--- src/sv/etc_pkg.sv ---
// Shared types, constants and the strip-to-paddle lookup for the event trigger.
`timescale 1ns / 1ps

package etc_pkg;

    // Geometry
    localparam int SECTORS       = 6;
    localparam int STRIP_ENTRIES = 68;
    localparam int PADDLE_BITS   = 64;
    localparam int SUPERLAYERS   = 6;
    localparam int TABLE_LEN     = 68;

    // Field widths
    localparam int CMD_W    = 2;
    localparam int SECTOR_W = 3;
    localparam int SL_W     = 3;
    localparam int LAYER_W  = 4;
    localparam int ENERGY_W = 16;
    localparam int STRIP_W  = 7;
    localparam int PADDLE_W = 6;
    localparam int SLTHR_W  = 3;
    localparam int DIST_W   = 6;
    localparam int CFG_IDX_W  = 2;
    localparam int CFG_DATA_W = 16;

    // Register reset values
    localparam logic [SLTHR_W-1:0]  SL_THR_RESET     = 3'd5;
    localparam logic [DIST_W-1:0]   DIST_RESET       = 6'd4;
    localparam logic [ENERGY_W-1:0] ENERGY_THR_RESET = 16'd100;

    // Calorimeter layers that count for energy
    localparam logic [LAYER_W-1:0] CAL_LAYER_MIN = 4'd1;
    localparam logic [LAYER_W-1:0] CAL_LAYER_MAX = 4'd3;

    // Item commands
    typedef enum logic [CMD_W-1:0] {
        CMD_TRACK   = 2'd0,
        CMD_CLUSTER = 2'd1,
        CMD_PADDLE  = 2'd2,
        CMD_END     = 2'd3
    } cmd_code_t;

    // Register indexes
    typedef enum logic [CFG_IDX_W-1:0] {
        REG_SL_THR     = 2'd0,
        REG_DIST       = 2'd1,
        REG_ENERGY_THR = 2'd2,
        REG_UNUSED     = 2'd3
    } reg_idx_t;

    // Controller states
    typedef enum logic [1:0] {
        ST_IDLE,
        ST_SCAN,
        ST_DONE
    } ctl_state_t;

    // Controller to datapath
    typedef struct packed {
        logic load_hit;
        logic start_scan;
        logic scan_step;
        logic finish;
    } dp_cmd_t;

    // Datapath to controller
    typedef struct packed {
        logic scan_last;
        logic out_free;
    } dp_sts_t;

    // Strip id minus one to paddle id minus one
    localparam logic [5:0] STRIP_TO_PADDLE [TABLE_LEN] = '{
        6'd0,  6'd1,  6'd1,  6'd2,  6'd2,  6'd3,  6'd4,  6'd4,
        6'd5,  6'd6,  6'd7,  6'd7,  6'd8,  6'd9,  6'd9,  6'd10,
        6'd11, 6'd11, 6'd12, 6'd13, 6'd13, 6'd14, 6'd15, 6'd15,
        6'd16, 6'd16, 6'd17, 6'd17, 6'd18, 6'd19, 6'd19, 6'd20,
        6'd21, 6'd21, 6'd22, 6'd23, 6'd23, 6'd24, 6'd24, 6'd25,
        6'd26, 6'd26, 6'd27, 6'd28, 6'd28, 6'd29, 6'd30, 6'd30,
        6'd31, 6'd32, 6'd32, 6'd33, 6'd34, 6'd35, 6'd37, 6'd38,
        6'd39, 6'd41, 6'd42, 6'd44, 6'd45, 6'd46, 6'd48, 6'd49,
        6'd50, 6'd52, 6'd53, 6'd54
    };

endpackage

--- src/sv/event_trigger_coincidence.sv ---
// Top level of the event coincidence trigger: controller plus datapath.
//
//  channel  | handshake          | payload
//  ---------+--------------------+-----------------------------------------------
//  s_       | s_valid / s_ready  | command, sector, superlayer, cal_layer,
//           |                    | cluster_energy, strip_id, paddle_id
//  m_       | m_valid / m_ready  | trigger_fire, sector_ok, energy_ok, match_ok
//  cfg_     | cfg_valid/cfg_ready| cfg_index, cfg_data (always ready)
//
// Hit words (tracker, cluster, paddle) are accepted back to back while idle.
// An end-of-event word starts the gap scan, which tests one paddle gap per cycle, from 0
// up to match_distance, stopping early on a hit.
// Reset restores register defaults and clears all event bitmaps at once; no sweep.
// A pending result word does not block hit words; only the next end of event waits for it.
`timescale 1ns / 1ps

module event_trigger_coincidence import etc_pkg::*; (
    input  logic                   aclk,
    input  logic                   aresetn,
    input  logic                   cfg_valid,
    output logic                   cfg_ready,
    input  logic [CFG_IDX_W-1:0]   cfg_index,
    input  logic [CFG_DATA_W-1:0]  cfg_data,
    input  logic                   s_valid,
    output logic                   s_ready,
    input  logic [CMD_W-1:0]       s_command,
    input  logic [SECTOR_W-1:0]    s_sector,
    input  logic [SL_W-1:0]        s_superlayer,
    input  logic [LAYER_W-1:0]     s_cal_layer,
    input  logic [ENERGY_W-1:0]    s_cluster_energy,
    input  logic [STRIP_W-1:0]     s_strip_id,
    input  logic [PADDLE_W-1:0]    s_paddle_id,
    output logic                   m_valid,
    input  logic                   m_ready,
    output logic                   m_trigger_fire,
    output logic                   m_sector_ok,
    output logic                   m_energy_ok,
    output logic                   m_match_ok
);

    dp_cmd_t cmd;
    dp_sts_t sts;

    // Sequencer
    etc_ctrl u_ctrl (
        .aclk      (aclk),
        .aresetn   (aresetn),
        .s_valid   (s_valid),
        .s_command (s_command),
        .s_ready   (s_ready),
        .cmd       (cmd),
        .sts       (sts)
    );

    // Bitmaps, scan and output register
    etc_datapath u_datapath (
        .aclk             (aclk),
        .aresetn          (aresetn),
        .cfg_valid        (cfg_valid),
        .cfg_ready        (cfg_ready),
        .cfg_index        (cfg_index),
        .cfg_data         (cfg_data),
        .s_command        (s_command),
        .s_sector         (s_sector),
        .s_superlayer     (s_superlayer),
        .s_cal_layer      (s_cal_layer),
        .s_cluster_energy (s_cluster_energy),
        .s_strip_id       (s_strip_id),
        .s_paddle_id      (s_paddle_id),
        .m_valid          (m_valid),
        .m_ready          (m_ready),
        .m_trigger_fire   (m_trigger_fire),
        .m_sector_ok      (m_sector_ok),
        .m_energy_ok      (m_energy_ok),
        .m_match_ok       (m_match_ok),
        .cmd              (cmd),
        .sts              (sts)
    );

endmodule

--- src/sv/etc_ctrl.sv ---
// Sequencing FSM: hit updates, paddle match scan and result hand-off.
`timescale 1ns / 1ps

module etc_ctrl import etc_pkg::*; (
    input  logic                 aclk,
    input  logic                 aresetn,
    input  logic                 s_valid,
    input  logic [CMD_W-1:0]     s_command,
    output logic                 s_ready,
    output dp_cmd_t              cmd,
    input  dp_sts_t              sts
);

    ctl_state_t state_reg, state_next;

    // State register
    always_ff @(posedge aclk) begin
        if (!aresetn) begin
            state_reg <= ST_IDLE;
        end else begin
            state_reg <= state_next;
        end
    end

    // Next state and commands
    always_comb begin
        state_next = state_reg;
        s_ready    = 1'b0;
        cmd        = '0;
        unique case (state_reg)
            ST_IDLE: begin
                s_ready = 1'b1;
                if (s_valid) begin
                    if (cmd_code_t'(s_command) == CMD_END) begin
                        cmd.start_scan = 1'b1;
                        state_next     = ST_SCAN;
                    end else begin
                        cmd.load_hit = 1'b1;
                    end
                end
            end
            ST_SCAN: begin
                cmd.scan_step = 1'b1;
                if (sts.scan_last) begin
                    state_next = ST_DONE;
                end
            end
            ST_DONE: begin
                // wait for the output register to drain
                if (sts.out_free) begin
                    cmd.finish = 1'b1;
                    state_next = ST_IDLE;
                end
            end
            default: begin
                state_next = ST_IDLE;
            end
        endcase
    end

endmodule

--- src/sv/etc_datapath.sv ---
// Event bitmaps, configuration registers, paddle match scan and output register.
`timescale 1ns / 1ps

module etc_datapath import etc_pkg::*; (
    input  logic                   aclk,
    input  logic                   aresetn,
    // configuration
    input  logic                   cfg_valid,
    output logic                   cfg_ready,
    input  logic [CFG_IDX_W-1:0]   cfg_index,
    input  logic [CFG_DATA_W-1:0]  cfg_data,
    // input word payload
    input  logic [CMD_W-1:0]       s_command,
    input  logic [SECTOR_W-1:0]    s_sector,
    input  logic [SL_W-1:0]        s_superlayer,
    input  logic [LAYER_W-1:0]     s_cal_layer,
    input  logic [ENERGY_W-1:0]    s_cluster_energy,
    input  logic [STRIP_W-1:0]     s_strip_id,
    input  logic [PADDLE_W-1:0]    s_paddle_id,
    // result word
    output logic                   m_valid,
    input  logic                   m_ready,
    output logic                   m_trigger_fire,
    output logic                   m_sector_ok,
    output logic                   m_energy_ok,
    output logic                   m_match_ok,
    // control
    input  dp_cmd_t                cmd,
    output dp_sts_t                sts
);

    localparam int EXP_W = STRIP_W;

    // Count of set bits in a superlayer mask
    function automatic logic [SLTHR_W-1:0] popcount_sl(input logic [SUPERLAYERS-1:0] m);
        logic [SLTHR_W-1:0] n;
        n = '0;
        for (int b = 0; b < SUPERLAYERS; b++) begin
            n = n + SLTHR_W'(m[b]);
        end
        return n;
    endfunction

    logic [SLTHR_W-1:0]     sl_thr_reg;
    logic [DIST_W-1:0]      dist_reg;
    logic [ENERGY_W-1:0]    energy_thr_reg;

    logic [SUPERLAYERS-1:0] masks_reg [SECTORS];
    logic                   energy_reg;
    logic [PADDLE_BITS-1:0] seen_reg;
    logic [PADDLE_BITS-1:0] exp_reg;

    logic [PADDLE_BITS-1:0] left_reg;
    logic [PADDLE_BITS-1:0] right_reg;
    logic [DIST_W-1:0]      count_reg;
    logic                   match_reg;

    logic                   m_valid_reg;
    logic                   fire_reg;
    logic                   sector_ok_reg;
    logic                   energy_ok_reg;
    logic                   match_ok_reg;

    logic                   cur_hit;
    logic                   sector_ok;
    logic                   strip_ok;
    logic [EXP_W-1:0]       exp_id;
    logic                   energy_hit;

    assign cfg_ready = 1'b1;

    // Configuration registers
    always_ff @(posedge aclk) begin
        if (!aresetn) begin
            sl_thr_reg     <= SL_THR_RESET;
            dist_reg       <= DIST_RESET;
            energy_thr_reg <= ENERGY_THR_RESET;
        end else if (cfg_valid) begin
            case (reg_idx_t'(cfg_index))
                REG_SL_THR:     sl_thr_reg     <= cfg_data[SLTHR_W-1:0];
                REG_DIST:       dist_reg       <= cfg_data[DIST_W-1:0];
                REG_ENERGY_THR: energy_thr_reg <= cfg_data;
                default:        ;
            endcase
        end
    end

    // Hit qualification
    assign energy_hit = (s_cal_layer >= CAL_LAYER_MIN) && (s_cal_layer <= CAL_LAYER_MAX)
                        && (s_cluster_energy >= energy_thr_reg);
    assign strip_ok   = (s_strip_id >= STRIP_W'(1)) && (s_strip_id <= STRIP_W'(STRIP_ENTRIES))
                        && (s_strip_id <= STRIP_W'(TABLE_LEN));
    assign exp_id     = strip_ok ? (EXP_W'(STRIP_TO_PADDLE[s_strip_id - STRIP_W'(1)]) + EXP_W'(1))
                                 : '0;

    // Any sector at or above the superlayer threshold
    always_comb begin
        sector_ok = 1'b0;
        for (int i = 0; i < SECTORS; i++) begin
            if (popcount_sl(masks_reg[i]) >= sl_thr_reg) begin
                sector_ok = 1'b1;
            end
        end
    end

    // Current gap test: seen paddle at expected +/- count
    assign cur_hit       = |(seen_reg & (left_reg | right_reg));
    assign sts.scan_last = cur_hit || (count_reg == dist_reg);
    assign sts.out_free  = !m_valid_reg || m_ready;

    // Event bitmaps
    always_ff @(posedge aclk) begin
        if (!aresetn || cmd.finish) begin
            for (int i = 0; i < SECTORS; i++) begin
                masks_reg[i] <= '0;
            end
            energy_reg <= 1'b0;
            seen_reg   <= '0;
            exp_reg    <= '0;
        end else if (cmd.load_hit) begin
            case (cmd_code_t'(s_command))
                CMD_TRACK: begin
                    for (int i = 0; i < SECTORS; i++) begin
                        for (int j = 0; j < SUPERLAYERS; j++) begin
                            if (s_sector == SECTOR_W'(i + 1) && s_superlayer == SL_W'(j + 1)) begin
                                masks_reg[i][j] <= 1'b1;
                            end
                        end
                    end
                end
                CMD_CLUSTER: begin
                    if (energy_hit) begin
                        energy_reg <= 1'b1;
                    end
                    if (strip_ok && (exp_id < EXP_W'(PADDLE_BITS))) begin
                        exp_reg <= exp_reg | (PADDLE_BITS'(1) << exp_id);
                    end
                end
                CMD_PADDLE: begin
                    if (8'(s_paddle_id) < 8'(PADDLE_BITS)) begin
                        seen_reg <= seen_reg | (PADDLE_BITS'(1) << s_paddle_id);
                    end
                end
                default: ;
            endcase
        end
    end

    // Match scan: one gap value per cycle
    always_ff @(posedge aclk) begin
        if (!aresetn) begin
            count_reg <= '0;
            match_reg <= 1'b0;
        end else if (cmd.start_scan) begin
            count_reg <= '0;
            match_reg <= 1'b0;
        end else if (cmd.scan_step) begin
            match_reg <= match_reg | cur_hit;
            if (!sts.scan_last) begin
                count_reg <= count_reg + DIST_W'(1);
            end
        end
    end

    always_ff @(posedge aclk) begin
        if (cmd.start_scan) begin
            left_reg  <= exp_reg;
            right_reg <= exp_reg;
        end else if (cmd.scan_step) begin
            left_reg  <= left_reg << 1;
            right_reg <= right_reg >> 1;
        end
    end

    // Output register
    always_ff @(posedge aclk) begin
        if (!aresetn) begin
            m_valid_reg <= 1'b0;
        end else if (cmd.finish) begin
            m_valid_reg <= 1'b1;
        end else if (m_ready) begin
            m_valid_reg <= 1'b0;
        end
    end

    always_ff @(posedge aclk) begin
        if (cmd.finish) begin
            fire_reg      <= sector_ok && energy_reg && match_reg;
            sector_ok_reg <= sector_ok;
            energy_ok_reg <= energy_reg;
            match_ok_reg  <= match_reg;
        end
    end

    assign m_valid        = m_valid_reg;
    assign m_trigger_fire = fire_reg;
    assign m_sector_ok    = sector_ok_reg;
    assign m_energy_ok    = energy_ok_reg;
    assign m_match_ok     = match_ok_reg;

    // Checks
    a_finish_clears: assert property (@(posedge aclk) disable iff (!aresetn)
        cmd.finish |=> (seen_reg == '0) && (exp_reg == '0) && !energy_reg)
        else $error("event state not cleared after result load");

    a_finish_free: assert property (@(posedge aclk) disable iff (!aresetn)
        cmd.finish |-> (!m_valid_reg || m_ready))
        else $error("result loaded over a pending word");

    a_count_bound: assert property (@(posedge aclk) disable iff (!aresetn)
        cmd.scan_step |-> (count_reg <= dist_reg))
        else $error("scan ran past match distance");

    a_fire_and: assert property (@(posedge aclk) disable iff (!aresetn)
        m_valid_reg |-> (fire_reg == (sector_ok_reg && energy_ok_reg && match_ok_reg)))
        else $error("trigger bit disagrees with condition bits");

endmodule

--- config.mk ---
export PLATFORM = sky130hd
export DESIGN_NAME = event_trigger_coincidence
export DESIGN_NICKNAME = d
export VERILOG_FILES = /design/src/sv/etc_pkg.sv /design/src/sv/event_trigger_coincidence.sv /design/src/sv/etc_ctrl.sv /design/src/sv/etc_datapath.sv
export SDC_FILE = /design/constraint.sdc
export NUM_CORES = 1
export LEC_CHECK = 0
export ABC_AREA = 0
export BUFFER_PORTS_ARGS = -buffer_cell sky130_fd_sc_hd__buf_2
export CORE_MARGIN = 8
export CORE_UTILIZATION = 55
export DETAILED_ROUTE_END_ITERATION = 8
export GPL_TIMING_DRIVEN = 0
export HOLD_SLACK_MARGIN = 0.02
export PLACE_DENSITY = 0.79
export SLEW_MARGIN = 15
export SYNTH_ARGS = -nofsm -noshare
export SYNTH_HDL_FRONTEND = slang
export SYNTH_HIERARCHICAL = 1
export SYNTH_SLANG_ARGS = --single-unit
--- constraint.sdc ---
create_clock -name aclk -period 5 [get_ports aclk]
set_clock_uncertainty 0.05 [all_clocks]
set_input_delay 0.75 -clock aclk [delete_from_list [all_inputs] [get_ports aclk]]
set_output_delay 0.75 -clock aclk [all_outputs]
set_load 0.05 [all_outputs]
Word-level counts from Yosys, hierarchy flattened
Memory sizes are Yosys's and may differ from the RTL's.
Index checks and enable logic that the tools add are counted.
Cells by class
  order comparisons: 13
  $add $sub $neg: 33
  mux-type cells: 246
  shift-type cells: 2
  equal/unequal tests: 24
  bitwise logic cells: 44
  reductions and logical operators: 63
Operator list (count)
  $mux W64: 4
  $mux W1: 232
  $or A64 B64 Y64: 3
  $add A3 B1 Y3: 24
  $and A64 B64 Y64: 1
  $reduce_or A64 Y1: 1
  $shl A1 B6 Y64 const A: 1
  $shl A1 B7 Y64 const A: 1
  $logic_and A1 B1 Y1: 43
  $or A1 B1 Y1: 37
  $eq A3 B3 Y1 const B: 6
  $ge A3 B3 Y1: 6
  $ge A16 B16 Y1: 1
  $add A1 B1 Y2: 6
  $eq A3 B2 Y1 const B: 4
  $mux W2: 6
  $mux W6: 2
  $reduce_and A2 Y1: 5
  $eq A2 B2 Y1 const B: 4
  $ge A8 B8 Y1 const B: 1
  $not A7 Y8: 1
  $add A6 B1 Y7 const B: 1
  $ge A7 B1 Y1 const B: 1
  $le A7 B7 Y1 const B: 1
  other kinds (20): 33
Word-level totals
  output and inout port bits: 7
  ROM bits: 768
  bits in writable memories: 36
  bits in registers: 296
  bits of input ports: 64
  word-level logic and storage cells: 443
  memories kept: 2
Memory list
  (name not given): words 128, width 6, rd ports 1, clocked after memory_dff 0, write ports 0, RTL line etc_datapath.sv:93  | assign exp_id = strip_ok ? (EXP_W'(STRIP_TO_PADDLE[s_strip_id - STRIP_W'(1)]) + EXP_W'(1))
  u_datapath.masks_reg: words 6, width 6, rd ports 6, clocked after memory_dff 0, write ports 6, RTL line etc_datapath.sv:48  | logic [SUPERLAYERS-1:0] masks_reg [SECTORS];

Depth between registers and ports, before layout
An unclocked memory read counts as a cell.
  word-level depth: 15
  gate-level depth with buffers: 20
  depth with buffers taken out: 17

Cells and area by module
The synthesis kept the hierarchy.
Modules (own cells, without submodules)
  etc_datapath: instances 1, seq. area each 7987.7 um2, area an instance 15089.5 um2, cells an instance 1618
  etc_ctrl: instances 1, seq. area each 40.0 um2, area an instance 136.4 um2, cells an instance 16

Least setup slack after synthesis
No wires, ideal clock.
  path type: input to register
  from: input s_strip_id[0]
  to: register u_datapath.exp_reg[53]
  path buffers: 2
  data arrival time: 4.512 ns
  library setup time: 0.060 ns
  required time: 4.890 ns
  slack: 0.378 ns
  stages: 18
  cell sequence: clkbuf_1 inv_1 ha_1 inv_1 ha_1 clkbuf_1 mux2_2 o221ai_1 nand4_1 o2111a_1 a211o_1 inv_1 ha_1 inv_1 a2111oi_2 xnor2_1 nor3b_2 a22o_1
Between the ends
  cells in the longest elaborated chain, start to end: 10
  elaborated cells on any way between the ends: 16
  classes of those cells: add/sub (2); order compare (3); shift (1); mux (3); bitwise (2); reduce/logical (4); memory (1)
Ends and longest elaborated chain
  from (decl): RTL line event_trigger_coincidence.sv:31  | input logic [STRIP_W-1:0] s_strip_id,
  $sub A7 B1 Y7: RTL line etc_datapath.sv:93
  $not A7 Y8 (not written as such): RTL line etc_datapath.sv:93
  $mem_v2 Z128 W6
  $mux W6 (not written as such) (2 in a row): RTL line etc_datapath.sv:93
  $add A6 B1 Y7: RTL line etc_datapath.sv:93
  $mux W7: RTL line etc_datapath.sv:93
  $lt A7 B7 Y1: RTL line etc_datapath.sv:135  | if (strip_ok && (exp_id < EXP_W'(PADDLE_BITS))) begin
  $logic_and A1 B1 Y1: RTL line etc_datapath.sv:135
  $reduce_and A3 Y1 (no line)
  to (signal assigned): RTL line etc_datapath.sv:136  | exp_reg <= exp_reg | (PADDLE_BITS'(1) << exp_id);
  to (decl): RTL line etc_datapath.sv:51  | logic [PADDLE_BITS-1:0] exp_reg;
Parallel ways exist; a longest one is shown, timed or not. The select of a mux whose other input is x is not followed.
A chain may end at the register's enable or synchronous reset.

Worst setup path in the final report
  from: input s_strip_id[1]
  to: register u_datapath.exp_reg[22]
The elaborated chain is that of the path after synthesis.

==> metrics.json <==
{
  "run_status": {"value": "finished clean"},
  "drt_pre_antenna_iters": {"value": 7},
  "synth_cell_types": {"value": 72},
  "route.vias.total": {"value": 12310},
  "utilization": {"value": 62.4, "unit": "%"},
  "unrepaired_setup_endpoints_after_global_routing": {"value": "false"},
  "count_of_flip_flops_with_a_built_in_enable_after_synthesis": {"value": 138},
  "synth_xor_area_share": {"value": 1.22, "unit": "%"},
  "initial_core_util": {"value": 55.3, "unit": "%"},
  "clock_transition_at_path_regs": {"value": 0.06, "unit": "ns"},
  "final_max_tran_viols": {"value": 0},
  "min-delay-start": {"value": "u_datapath/exp_reg[2]"},
  "insertedDiodeCount": {"value": 0},
  "cpPeakStageDelay": {"value": 0.47, "unit": "ns"},
  "ys.flop_type": {"value": "sky130_fd_sc_hd__dfxtp_1"},
  "post_route_cells_drive_above_1_share": {"value": 8.51, "unit": "%"},
  "post_synth_instance_area": {"value": 15200, "unit": "um2"},
  "clock-sinks": {"value": 332},
  "end_kind": {"value": "flip-flop"},
  "max-vdd-ir-drop": {"value": 0.225, "unit": "mV"},
  "drt-initial-drc-count": {"value": 1394},
  "io-pin-count": {"value": 71},
  "synth.avg_cell_area": {"value": 9.32, "unit": "um2"},
  "std_cell_rows": {"value": 61},
  "post_synthesis_simple_gate_area_fraction": {"value": 14.2, "unit": "%"},
  "grt_pass1_wl": {"value": 63000, "unit": "um"},
  "clk_path_buf_depth": {"value": 3},
  "viasPerCell": {"value": 5.75},
  "synth_adder_area_share": {"value": 6.72, "unit": "%"},
  "worstSkewPairLatency": {"value": 0.51, "unit": "ns"},
  "groute.layer.met3.usage": {"value": 5.77, "unit": "%"},
  "numPortBuffers": {"value": 66},
  "post-route-min-period": {"value": 4.56, "unit": "ns"},
  "synthMuxAreaShare": {"value": 1.10, "unit": "%"},
  "grtUsageMet1": {"value": 31.5, "unit": "%"},
  "ant_nets": {"value": 0},
  "timing.critical_path.from": {"value": "s_strip_id[1]"},
  "critPathSlowestCell": {"value": "sky130_fd_sc_hd__ha_1"},
  "rr_startpoint": {"value": "u_datapath/masks_reg[0][0]"},
  "tritoncts": {"value": "done"},
  "dieArea": {"value": 33300, "unit": "um2"},
  "place.gp.congestion": {"value": 0.905},
  "cts-buffers-inserted": {"value": 35},
  "synth-compound-area-share": {"value": 17.2, "unit": "%"},
  "groute.layer.met2.usage": {"value": 36.9, "unit": "%"},
  "core_area": {"value": 27600, "unit": "um2"},
  "route.final.wire_length": {"value": 39800, "unit": "um"},
  "htree_num_levels": {"value": 2},
  "tightestPinTransition": {"value": 1.13, "unit": "ns"},
  "global_route.overflow_total": {"value": 0},
  "final_min_period_over_clock_period": {"value": 91.1, "unit": "%"},
  "worst_ep_required_time": {"value": 5.38, "unit": "ns"},
  "seq_area_frac_synth": {"value": 52.7, "unit": "%"},
  "via_count_of_the_first_global_routing_pass": {"value": 11926},
  "max_slew_margin_vs_limit": {"value": 24.8, "unit": "%"},
  "crit_path_top_cell_by_count": {"value": "sky130_fd_sc_hd__inv_1"},
  "total_setup_buffers_inserted_after_cts": {"value": 0},
  "power.static_leakage": {"value": 6.92, "unit": "nW"},
  "area.growth.synth_to_final": {"value": 13.0, "unit": "%"},
  "place_hpwl": {"value": 29700, "unit": "um"},
  "timing.final.setup_violations": {"value": 0},
  "cp_top_family": {"value": "compound AO/OA/AOI/OAI gates"},
  "global_route.peak_usage_layer": {"value": "met2"},
  "max-cap-violations": {"value": 0},
  "timing.critical_path.cells": {"value": "buf_2 -> inv_1 -> ha_2 -> inv_1 -> ha_1 -> mux2_2 -> o221ai_1 -> nand4_1 -> o2111a_1 -> a211o_1 -> inv_1 -> ha_1 -> inv_1 -> a2111oi_2 -> xnor2_2 -> nand2_1 -> a211o_1 -> o21ai_0"},
  "worst-path-max-fanout": {"value": 18},
  "total_routing_usage_reported_by_global_routing": {"value": 23.6, "unit": "%"},
  "synthCells": {"value": 1634},
  "grt_max_degree": {"value": 46},
  "fmax": {"value": 219, "unit": "MHz"},
  "fin_nets": {"value": 1871},
  "sum_neg_setup_slack": {"value": 0, "unit": "ns"},
  "chipHeight": {"value": 182, "unit": "um"},
  "worst_setup_path_start_kind": {"value": "input pin"},
  "timing.hold.worst.class": {"value": "reg -> reg"},
  "drc": {"value": 0},
  "cp_num_buf_inv": {"value": 5},
  "die_width": {"value": 182, "unit": "um"},
  "synth-seq-cells": {"value": 332},
  "timing_worst_setup_path_type": {"value": "in -> reg"},
  "yosys_warns": {"value": 6},
  "number_of_antenna_violations_at_the_first_check_in_global_routing": {"value": 1},
  "detail_route.wl_per_cell": {"value": 18.6, "unit": "um"},
  "pwr_dens": {"value": 346, "unit": "nW/um2"},
  "mappedNetlistNets": {"value": 1769},
  "report.final.hold_viol_count": {"value": 0},
  "root_buffer": {"value": "sky130_fd_sc_hd__clkbuf_16"},
  "ys_async_sr_fraction": {"value": 0, "unit": "%"},
  "cp_data_arrival_time": {"value": 4.93, "unit": "ns"},
  "regToRegSetupSlack": {"value": 1.40, "unit": "ns"},
  "hold_buffers": {"value": 0},
  "synth_top_family_by_area": {"value": "compound AO/OA/AOI/OAI gates"}
}
## routing by layer
metal | up-vias | wire, um
met1 | 5807 | 16400
met3 | 92 | 4210
met5 | - | 10
met2 | 619 | 18000
li1 | 5790 | -
met4 | 2 | 1260
## report_power, final
group / internal [W] / switching [W] / total [W]
Clock: 0.00144 / 0.00104 / 0.00249
Combinational: 0.000169 / 0.000327 / 0.000497
Sequential: 0.00293 / 0.0000422 / 0.00297
Total: 0.00454 / 0.00141 / 0.00595
## final timing paths
kind | endpoint | cells past startpoint
worst min register to register | u_datapath/exp_reg[2] | 2
worst max register to register | u_datapath/m_trigger_fire | 11
worst max-delay path | u_datapath/exp_reg[22] | 18
worst min-delay path | u_datapath/exp_reg[2] | 2
## layout by cell type (no fill, tap or decap), types with 10 or more instances in the layout
master | synthesis | layout
sky130_fd_sc_hd__nand4_1 | 23 | 23
sky130_fd_sc_hd__mux2i_1 | 10 | 10
sky130_fd_sc_hd__fa_1 | 18 | 18
sky130_fd_sc_hd__clkbuf_1 | 63 | 70
sky130_fd_sc_hd__nor3_1 | 19 | 18
sky130_fd_sc_hd__xor2_1 | 11 | 11
sky130_fd_sc_hd__clkbuf_16 | 0 | 35
sky130_fd_sc_hd__nor4_1 | 10 | 10
sky130_fd_sc_hd__a22o_1 | 16 | 16
sky130_fd_sc_hd__a21o_1 | 14 | 14
sky130_fd_sc_hd__inv_1 | 207 | 207
sky130_fd_sc_hd__buf_2 | 3 | 69
sky130_fd_sc_hd__nor2_1 | 142 | 142
sky130_fd_sc_hd__a21boi_0 | 17 | 17
sky130_fd_sc_hd__nand2b_1 | 20 | 20
sky130_fd_sc_hd__a21oi_1 | 112 | 112
sky130_fd_sc_hd__edfxtp_1 | 138 | 138
sky130_fd_sc_hd__nor2b_1 | 13 | 13
sky130_fd_sc_hd__dfxtp_1 | 194 | 194
sky130_fd_sc_hd__ha_1 | 53 | 52
sky130_fd_sc_hd__nand2_1 | 169 | 169
sky130_fd_sc_hd__o21ai_0 | 249 | 249
## repair_timing
action / in CTS / in global routing
cloned: 0 / 0
resized for setup: 6 / 0
pin swaps: 0 / 0
endpoints found under the setup margin: 43 / 62
## cells in the mapped netlist, types with 16 or more instances
library cell / n / share of area, %
sky130_fd_sc_hd__a21boi_0: 17 / 0.84
sky130_fd_sc_hd__a21oi_1: 112 / 3.7
sky130_fd_sc_hd__a22o_1: 16 / 0.92
sky130_fd_sc_hd__clkbuf_1: 63 / 1.6
sky130_fd_sc_hd__dfxtp_1: 194 / 26
sky130_fd_sc_hd__edfxtp_1: 138 / 27
sky130_fd_sc_hd__fa_1: 18 / 2.4
sky130_fd_sc_hd__ha_1: 53 / 4.4
sky130_fd_sc_hd__inv_1: 207 / 5.1
sky130_fd_sc_hd__nand2_1: 169 / 4.2
sky130_fd_sc_hd__nand2b_1: 20 / 0.82
sky130_fd_sc_hd__nand4_1: 23 / 0.95
sky130_fd_sc_hd__nor2_1: 142 / 3.5
sky130_fd_sc_hd__nor3_1: 19 / 0.62
sky130_fd_sc_hd__o21ai_0: 249 / 8.2
## worst register-to-register path, delay by kind of cell, from the launching register on
kind	cells	cell delay (ns)
flip-flops	1	0.33
buffers and inverters	2	0.10
AND/OR/NAND/NOR	2	0.39
AO/OA/AOI/OAI	2	0.52
adder cells (fa/ha/maj)	5	1.97
## through the flow
stage	instances	area, um2	power, W	setup slack [ns]	hold WS (ns)
5_1_grt	2141	17200	0.00615	0.0686	0.427
3_5_place_dp	2080	16100	0.00351	-0.767	0.394
6_report	2141	17200	0.00595	0.444	0.408
2_1_floorplan	1634	15200	0.00334	0.378	0.373
4_1_cts	2143	17200	0.00597	0.0708	0.398
3_3_place_gp	2078	16000	0.00349	-0.705	0.385
## area by class of cell
cell class | instances | area, um2
repair buffers | 68 | 370
inverters | 207 | 777
plain buffers | 65 | 256
well taps | 378 | 473
clock buffers | 48 | 945
fillers | 2189 | 10400
multi-input cells | 1027 | 6200
flip-flops and latches | 332 | 8030
clock inverters | 16 | 151
## logic make-up after synthesis
family	after synthesis
multiplexers	15
AND/OR/NAND/NOR	460
other	1
buffers and inverters	275
AO/OA/AOI/OAI	461
flip-flops	332
XOR/XNOR	19
adder cells (fa/ha/maj)	71
Power figures use the tool's default switching activity.
